`config.mk`:
```
export PLATFORM = sky130hd
export DESIGN_NAME = arx_model_step
export DESIGN_NICKNAME = d
export VERILOG_FILES = /design/src/hw/rtl/arx_pkg.sv /design/src/hw/rtl/arx_model_step.sv /design/src/hw/rtl/arx_mac.sv
export SDC_FILE = /design/constraint.sdc
export NUM_CORES = 1
export LEC_CHECK = 0
export ABC_AREA = 1
export BUFFER_PORTS_ARGS = -buffer_cell sky130_fd_sc_hd__clkbuf_2
export CAP_MARGIN = 25
export CORE_MARGIN = 4
export CORE_UTILIZATION = 38
export CTS_CLUSTER_DIAMETER = 80
export CTS_CLUSTER_SIZE = 40
export DETAILED_ROUTE_END_ITERATION = 12
export PLACE_DENSITY = 0.62
export SYNTH_ARGS = -nofsm -noshare
export SYNTH_HDL_FRONTEND = slang
export SYNTH_SLANG_ARGS = --single-unit
```
`constraint.sdc`:
```
create_clock -name clk -period 18.8 [get_ports clk]
set_input_delay 5.64 -clock clk [delete_from_list [all_inputs] [get_ports clk]]
set_output_delay 5.64 -clock clk [all_outputs]
set_load 0.02 [all_outputs]
```
`src/hw/rtl/arx_pkg.sv`:
```
package arx_pkg;

    // Field widths of the plant model.
    localparam int SAMPLE_W = 16;
    localparam int COEF_W   = 16;
    localparam int FRAC_W   = 12;
    localparam int DELAY_W  = 3;
    localparam int DATA_W   = 32;
    localparam int PROD_W   = SAMPLE_W + COEF_W;

    // Sequencer states.
    typedef enum logic [1:0] {
        ST_IDLE,
        ST_MAC,
        ST_DRAIN,
        ST_ROUND
    } state_t;

    // Controls from the sequencer to the shared multiply-accumulate unit.
    typedef struct packed {
        logic init;     // load the accumulator with the start value
        logic prod_en;  // multiply the presented coefficient and sample
        logic sub;      // subtract this product instead of adding it
    } mac_ctrl_t;

endpackage

```
`src/hw/rtl/arx_model_step.sv`:
```
// Channel   | Direction | Handshake         | Payload
// ----------+-----------+-------------------+-------------------------------
// input     | in        | in_valid/in_stall | sample_in, noise_in
// output    | out       | out_valid/out_stall | sample_out
// config    | in/out    | APB, pready high  | paddr, pwdata, prdata
//
// Each word is handled in steps: the sequencer takes the word, then the single
// multiplier serves every tap, one tap a cycle, then the product register is
// drained and the result is rounded and saturated.
// Reset clears the coefficients, the delay and both sample histories.
// A stalled output holds the sequencer in the rounding step; the input stalls
// whenever a word is in flight.
module arx_model_step #(
    parameter int A_ORDER   = 3,
    parameter int B_ORDER   = 3,
    parameter int MAX_DELAY = 7,
    localparam int N_REGS   = A_ORDER + B_ORDER + 1,
    localparam int ADDR_W   = $clog2(4 * N_REGS)
) (
    input  logic                                 clk,
    input  logic                                 rst_n,
    input  logic                                 in_valid,
    output logic                                 in_stall,
    input  logic signed [arx_pkg::SAMPLE_W-1:0]  sample_in,
    input  logic signed [arx_pkg::SAMPLE_W-1:0]  noise_in,
    output logic                                 out_valid,
    input  logic                                 out_stall,
    output logic signed [arx_pkg::SAMPLE_W-1:0]  sample_out,
    input  logic                                 psel,
    input  logic                                 penable,
    input  logic                                 pwrite,
    input  logic [ADDR_W-1:0]                    paddr,
    input  logic [arx_pkg::DATA_W-1:0]           pwdata,
    output logic [arx_pkg::DATA_W-1:0]           prdata,
    output logic                                 pready
);

    localparam int HIST_DEPTH = B_ORDER + MAX_DELAY;
    localparam int N_TAPS     = A_ORDER + B_ORDER;
    localparam int HIDX_W     = (HIST_DEPTH > 1) ? $clog2(HIST_DEPTH) : 1;
    localparam int AIDX_W     = (A_ORDER > 1) ? $clog2(A_ORDER) : 1;
    localparam int BIDX_W     = (B_ORDER > 1) ? $clog2(B_ORDER) : 1;
    localparam int TAP_W      = $clog2(N_TAPS);
    localparam int IDX_W      = ADDR_W - 2;
    localparam int ACC_W      = arx_pkg::PROD_W + 1 + $clog2(N_TAPS + 1);
    localparam int SHIFT_W    = ACC_W - arx_pkg::FRAC_W;
    localparam int EXT_W      = ACC_W - arx_pkg::SAMPLE_W - arx_pkg::FRAC_W;
    localparam int REG_B0     = A_ORDER;
    localparam int REG_DELAY  = A_ORDER + B_ORDER;

    arx_pkg::state_t state_reg;
    arx_pkg::state_t state_next;
    arx_pkg::mac_ctrl_t mac_ctrl;

    logic signed [arx_pkg::COEF_W-1:0]   a_coeff_reg [A_ORDER];
    logic signed [arx_pkg::COEF_W-1:0]   b_coeff_reg [B_ORDER];
    logic [arx_pkg::DELAY_W-1:0]         input_delay_reg;
    logic signed [arx_pkg::SAMPLE_W-1:0] in_hist_reg [HIST_DEPTH];
    logic signed [arx_pkg::SAMPLE_W-1:0] out_hist_reg [A_ORDER];
    logic [TAP_W-1:0]                    tap_reg;
    logic [TAP_W-1:0]                    tap_next;
    logic                                out_valid_reg;
    logic signed [arx_pkg::SAMPLE_W-1:0] sample_out_reg;

    logic                                accept;
    logic                                cfg_write;
    logic [IDX_W-1:0]                    cfg_idx;
    logic                                load_out;
    logic [HIDX_W-1:0]                   delay_k;
    logic [TAP_W-1:0]                    a_tap;
    logic signed [arx_pkg::COEF_W-1:0]   mac_coef;
    logic signed [arx_pkg::SAMPLE_W-1:0] mac_sample;
    logic signed [ACC_W-1:0]             init_value;
    logic signed [ACC_W-1:0]             acc;
    logic signed [SHIFT_W-1:0]           acc_shift;
    logic signed [arx_pkg::SAMPLE_W-1:0] y_sat;

    assign accept    = in_valid && !in_stall;
    assign cfg_write = psel && penable && pwrite && pready;
    assign cfg_idx   = paddr[ADDR_W-1:2];
    assign pready    = 1'b1;

    // Sequencer state register.
    always_ff @(posedge clk or negedge rst_n)
    begin
        if (!rst_n)
        begin
            state_reg <= arx_pkg::ST_IDLE;
        end
        else
        begin
            state_reg <= state_next;
        end
    end

    // Next state and controls: one tap per cycle, then drain and round.
    always_comb
    begin
        state_next   = state_reg;
        tap_next     = tap_reg;
        in_stall     = 1'b1;
        load_out     = 1'b0;
        mac_ctrl     = '0;
        case (state_reg)
            arx_pkg::ST_IDLE:
            begin
                in_stall = 1'b0;
                tap_next = '0;
                if (in_valid)
                begin
                    mac_ctrl.init = 1'b1;
                    state_next    = arx_pkg::ST_MAC;
                end
            end
            arx_pkg::ST_MAC:
            begin
                mac_ctrl.prod_en = 1'b1;
                mac_ctrl.sub     = (32'(tap_reg) >= B_ORDER);
                if (32'(tap_reg) == N_TAPS - 1)
                begin
                    state_next = arx_pkg::ST_DRAIN;
                end
                else
                begin
                    tap_next = tap_reg + 1'b1;
                end
            end
            arx_pkg::ST_DRAIN:
            begin
                state_next = arx_pkg::ST_ROUND;
            end
            arx_pkg::ST_ROUND:
            begin
                if (!out_valid_reg || !out_stall)
                begin
                    load_out   = 1'b1;
                    state_next = arx_pkg::ST_IDLE;
                end
            end
            default:
            begin
                state_next = arx_pkg::ST_IDLE;
            end
        endcase
    end

    // Dead time clamped to MAX_DELAY, so every input tap stays within the input history.
    always_comb
    begin
        if (32'(input_delay_reg) > MAX_DELAY)
        begin
            delay_k = HIDX_W'(MAX_DELAY);
        end
        else
        begin
            delay_k = HIDX_W'(input_delay_reg);
        end
    end

    // Operand select: input taps first, then the feedback taps.
    always_comb
    begin
        a_tap = tap_reg - TAP_W'(B_ORDER);
        if (32'(tap_reg) < B_ORDER)
        begin
            mac_coef   = b_coeff_reg[BIDX_W'(tap_reg)];
            mac_sample = in_hist_reg[delay_k + HIDX_W'(tap_reg)];
        end
        else
        begin
            mac_coef   = a_coeff_reg[AIDX_W'(a_tap)];
            mac_sample = out_hist_reg[AIDX_W'(a_tap)];
        end
    end

    // The accumulator starts at the disturbance in Q.12 plus half an LSB.
    assign init_value = {{EXT_W{noise_in[arx_pkg::SAMPLE_W-1]}}, noise_in,
                         1'b1, {(arx_pkg::FRAC_W-1){1'b0}}};

    arx_mac #(
        .ACC_W(ACC_W)
    ) u_mac (
        .clk       (clk),
        .rst_n     (rst_n),
        .ctrl      (mac_ctrl),
        .coef      (mac_coef),
        .sample    (mac_sample),
        .init_value(init_value),
        .acc       (acc)
    );

    // Floor shift, then saturate when the upper bits are not all sign.
    always_comb
    begin
        acc_shift = acc[ACC_W-1:arx_pkg::FRAC_W];
        if ((&acc_shift[SHIFT_W-1:arx_pkg::SAMPLE_W-1]) ||
            !(|acc_shift[SHIFT_W-1:arx_pkg::SAMPLE_W-1]))
        begin
            y_sat = acc_shift[arx_pkg::SAMPLE_W-1:0];
        end
        else if (acc[ACC_W-1])
        begin
            y_sat = {1'b1, {(arx_pkg::SAMPLE_W-1){1'b0}}};
        end
        else
        begin
            y_sat = {1'b0, {(arx_pkg::SAMPLE_W-1){1'b1}}};
        end
    end

    // Control registers: tap counter, output valid, sample histories, configuration.
    always_ff @(posedge clk or negedge rst_n)
    begin
        if (!rst_n)
        begin
            tap_reg         <= '0;
            out_valid_reg   <= 1'b0;
            input_delay_reg <= '0;
            for (int i = 0; i < A_ORDER; i++)
            begin
                a_coeff_reg[i] <= '0;
                out_hist_reg[i] <= '0;
            end
            for (int i = 0; i < B_ORDER; i++)
            begin
                b_coeff_reg[i] <= '0;
            end
            for (int i = 0; i < HIST_DEPTH; i++)
            begin
                in_hist_reg[i] <= '0;
            end
        end
        else
        begin
            tap_reg <= tap_next;

            if (load_out)
            begin
                out_valid_reg <= 1'b1;
            end
            else if (!out_stall)
            begin
                out_valid_reg <= 1'b0;
            end

            // Input history shifts as a word is taken.
            if (accept)
            begin
                in_hist_reg[0] <= sample_in;
                for (int i = 1; i < HIST_DEPTH; i++)
                begin
                    in_hist_reg[i] <= in_hist_reg[i-1];
                end
            end

            // Output history shifts as the saturated result leaves.
            if (load_out)
            begin
                out_hist_reg[0] <= y_sat;
                for (int i = 1; i < A_ORDER; i++)
                begin
                    out_hist_reg[i] <= out_hist_reg[i-1];
                end
            end

            if (cfg_write)
            begin
                for (int i = 0; i < A_ORDER; i++)
                begin
                    if (32'(cfg_idx) == i)
                    begin
                        a_coeff_reg[i] <= pwdata[arx_pkg::COEF_W-1:0];
                    end
                end
                for (int i = 0; i < B_ORDER; i++)
                begin
                    if (32'(cfg_idx) == REG_B0 + i)
                    begin
                        b_coeff_reg[i] <= pwdata[arx_pkg::COEF_W-1:0];
                    end
                end
                if (32'(cfg_idx) == REG_DELAY)
                begin
                    input_delay_reg <= pwdata[arx_pkg::DELAY_W-1:0];
                end
            end
        end
    end

    // Output word register.
    always_ff @(posedge clk)
    begin
        if (load_out)
        begin
            sample_out_reg <= y_sat;
        end
    end

    assign out_valid  = out_valid_reg;
    assign sample_out = sample_out_reg;

    // Register readback.
    always_comb
    begin
        prdata = '0;
        for (int i = 0; i < A_ORDER; i++)
        begin
            if (32'(cfg_idx) == i)
            begin
                prdata = arx_pkg::DATA_W'(a_coeff_reg[i]);
            end
        end
        for (int i = 0; i < B_ORDER; i++)
        begin
            if (32'(cfg_idx) == REG_B0 + i)
            begin
                prdata = arx_pkg::DATA_W'(b_coeff_reg[i]);
            end
        end
        if (32'(cfg_idx) == REG_DELAY)
        begin
            prdata = arx_pkg::DATA_W'(input_delay_reg);
        end
    end

`ifndef SYNTH
    // A new result appears only out of the rounding step.
    a_out_from_round: assert property (@(posedge clk) disable iff (!rst_n)
        $rose(out_valid) |-> $past(state_reg == arx_pkg::ST_ROUND))
        else $error("output word raised outside the rounding step");

    // An accepted word stalls the input and starts the tap sequence.
    a_busy_after_accept: assert property (@(posedge clk) disable iff (!rst_n)
        (in_valid && !in_stall) |=> (in_stall && state_reg == arx_pkg::ST_MAC))
        else $error("input not stalled after an accepted word");

    // The tap counter never runs past the last tap.
    a_tap_range: assert property (@(posedge clk) disable iff (!rst_n)
        (state_reg == arx_pkg::ST_MAC) |-> (32'(tap_reg) < N_TAPS))
        else $error("tap counter beyond the last tap");
`endif

endmodule

```
`src/hw/rtl/arx_mac.sv`:
```
module arx_mac #(
    parameter int ACC_W = 36
) (
    input  logic                                clk,
    input  logic                                rst_n,
    input  arx_pkg::mac_ctrl_t                  ctrl,
    input  logic signed [arx_pkg::COEF_W-1:0]   coef,
    input  logic signed [arx_pkg::SAMPLE_W-1:0] sample,
    input  logic signed [ACC_W-1:0]             init_value,
    output logic signed [ACC_W-1:0]             acc
);

    logic signed [arx_pkg::PROD_W-1:0] prod_reg;
    logic                              sub_reg;
    logic                              pvalid_reg;
    logic signed [ACC_W-1:0]           acc_reg;
    logic signed [ACC_W-1:0]           acc_next;
    logic signed [ACC_W-1:0]           prod_ext;

    // Product stage valid flag.
    always_ff @(posedge clk or negedge rst_n)
    begin
        if (!rst_n)
        begin
            pvalid_reg <= 1'b0;
        end
        else
        begin
            pvalid_reg <= ctrl.prod_en;
        end
    end

    // Registered multiplier; the sign control travels with its product.
    always_ff @(posedge clk)
    begin
        if (ctrl.prod_en)
        begin
            prod_reg <= coef * sample;
            sub_reg  <= ctrl.sub;
        end
    end

    // Accumulator loads the start value, or adds or subtracts the previous cycle's product.
    always_comb
    begin
        prod_ext = ACC_W'(prod_reg);
        acc_next = acc_reg;
        if (ctrl.init)
        begin
            acc_next = init_value;
        end
        else if (pvalid_reg)
        begin
            acc_next = sub_reg ? (acc_reg - prod_ext) : (acc_reg + prod_ext);
        end
    end

    always_ff @(posedge clk)
    begin
        acc_reg <= acc_next;
    end

    assign acc = acc_reg;

endmodule

```
==> metrics.txt <==
Inserted Diodes 0; synthesized area 31800 um^2; worst hold path class reg2reg; HPWL Detailed 66100 um; sequential cell area 10300 um^2; most frequent cells in the layout 1026 x nand2_1, 630 x inv_1, 487 x o21ai_0; clock sink count 399; setup TNS 0 ns; CP Data Required Time 13.16 ns; CP arrival 7.76 ns; Max Cap Viol 0; Iteration-0 DRC Markers 2324; Clock Tree Buf Depth 3; CP endpoint kind output pin; max-slew violation count 0; CTS Buf Count 27; gp weighted congestion 0.952; # H-tree levels 1; Layout fillers 8485; die footprint 88500 um^2; IO Count 127; Setup CP Type in2out; via count 26462; Startpoint Class input port; Final setup viols 0; vias in the first global route 25938; CP max FO 17; TritonCTS clock tree yes; Slew headroom 0.335; Seq/Total Area, Yosys 0.323; nets 4506; Synth area leader dfrtp_1; Finished Layout Cells 5129; Max Freq 74.6 MHz; period utilisation layout 0.713; # hold bufs at CTS 0; vias per inst 5.16; die height 297 um; Ys Warns 0; Syn Area/Cell 7.87 um^2; #FFs+latches synth 399; post-synthesis cell type count 57; Core Area 82500 um^2; Worst Tran Pin Value 0.995 ns; DRC 0; Post-synth EDFFs 73; syn_nets 4514; die width 297 um; Cells after DPL 5075; first-pass GRT wire length 142000 um; detailed-route wire length 87900 um; Setup Skew 0.0531 ns; root buf cell clkbuf_16; drt wl/cell 17.1 um; main flop type after synthesis dfrtp_1; Antenna Violating Nets Remaining 0; Total GRT Usage 0.198; async set-or-reset flop fraction in the synthesized netlist 0.787; synthesized instance count 4046; share of post-route cells with drive strength above 1 0.0636; RSZ-0062 raised after global routing no; later-pin clock latency in the skew report 0.64 ns; max reg flops 160; fin crit period 13.40 ns; Hold Fails Final Rpt 0; area of the multi-input gates 18200 um^2; Placement Rows 105; Starting Density 0.386; top-area cell type share of the netlist area 0.247; Reg clk slew, reported paths 0.10 ns; antenna violations before repair 0; largest net degree at the start of global routing 158; # port buffers 107; leading cell type in the layout, fill and taps excluded nand2_1; status finished, final reports clean; postcts setup bufs 0; PostCTS Resize Cnt 0; Detailed Routing Iterations Pass 1 6; total grt overflow 0; Area contributors post-synth dfrtp_1 25%, fa_1 17%, nand2_1 12%, o21ai_0 7.7%, inv_1 7.5%; area grow syn2layout 7.43%
## metrics by stage
| stage | hold slack, ns | area (um^2) | util | worst slack (ns) |
|---|---|---|---|---|
| 6_report | 0.478 | 34200 | 0.415 | 5.40 |
| 5_1_grt | 0.490 | 34200 | 0.415 | 5.18 |
| 4_1_cts | 0.481 | 34100 | 0.414 | 4.85 |
| 3_5_place_dp | 0.457 | 33100 | 0.401 | 4.85 |
| 3_3_place_gp | 0.448 | 33000 | 0.400 | 4.95 |
| 2_1_floorplan | 0.433 | 31800 | - | 5.57 |
## path summary, 6_finish.rpt
kind	from	end	slack (ns)	cells after the start
worst max-delay path	paddr[4]	prdata[23]	5.40	8
worst min-delay path	u_mac.acc[3]	u_mac.acc[3]	0.48	2
worst max register to register	tap_reg[0]	u_mac.prod_reg[31]	9.09	31
worst min register to register	u_mac.acc[3]	u_mac.acc[3]	0.48	2
max in group asynchronous	rst_n	u_mac.pvalid_reg	12.24	2
min in group asynchronous	rst_n	b_coeff_reg[35]	5.13	1
## cells in the mapped netlist, types with 6 or more instances
cell type	instances
a21oi_1	221
a32oi_1	12
buf_1	10
buf_2	32
buf_4	31
buf_6	14
clkbuf_1	84
dfrtp_1	314
dfxtp_1	12
edfxtp_1	73
fa_1	264
ha_1	128
inv_1	632
inv_2	18
nand2_1	1027
nand2_2	11
nand3_1	111
nand4_1	19
nor2_1	308
nor3_1	19
o211ai_1	23
o21ai_0	487
o21ai_1	6
o21ai_2	6
o21bai_1	9
o221ai_1	17
o31ai_1	17
xnor2_1	26
xor2_1	48
## final cells by class
type                    count  area share
clock buffers              27      0.0198
clock inverters            23      0.0117
inverters                 655      0.0720
multi-input cells        2821       0.533
flip-flops and latches    399       0.301
well taps                1070      0.0391
repair buffers            134      0.0239
## kinds of logic after synthesis
| group | count (synthesis) | synth area share |
|---|---|---|
| and+or+nand+nor | 1523 | 0.191 |
| AOI/OAI and AO/OA | 830 | 0.142 |
| buffers and inverters | 826 | 0.106 |
| DFF | 399 | 0.323 |
| adders and majority gates | 392 | 0.216 |
| xor gates and xnor gates | 75 | 0.0209 |
| other | 1 | 0.000118 |
## critical path, stage by stage
cell	delay, ns
clkbuf_2	0.10
inv_1	0.17
nand2_1	0.13
nor2_2	0.72
a21oi_1	0.18
a32oi_1	0.38
buf_4	0.25
clkbuf_2	0.19
## routing by layer
| metal | vias to the layer above | global-route usage | routed length [um] |
|---|---|---|---|
| met5 | - | 0 | 0 |
| met4 | 0 | 0.0608 | 2890 |
| met3 | 140 | 0.0231 | 5150 |
| met2 | 729 | 0.319 | 40400 |
| met1 | 12865 | 0.280 | 39500 |
| li1 | 12728 | - | - |
Power is not shown: default switching activity piles up to over one toggle a cycle in this logic, so the estimate is an artifact.
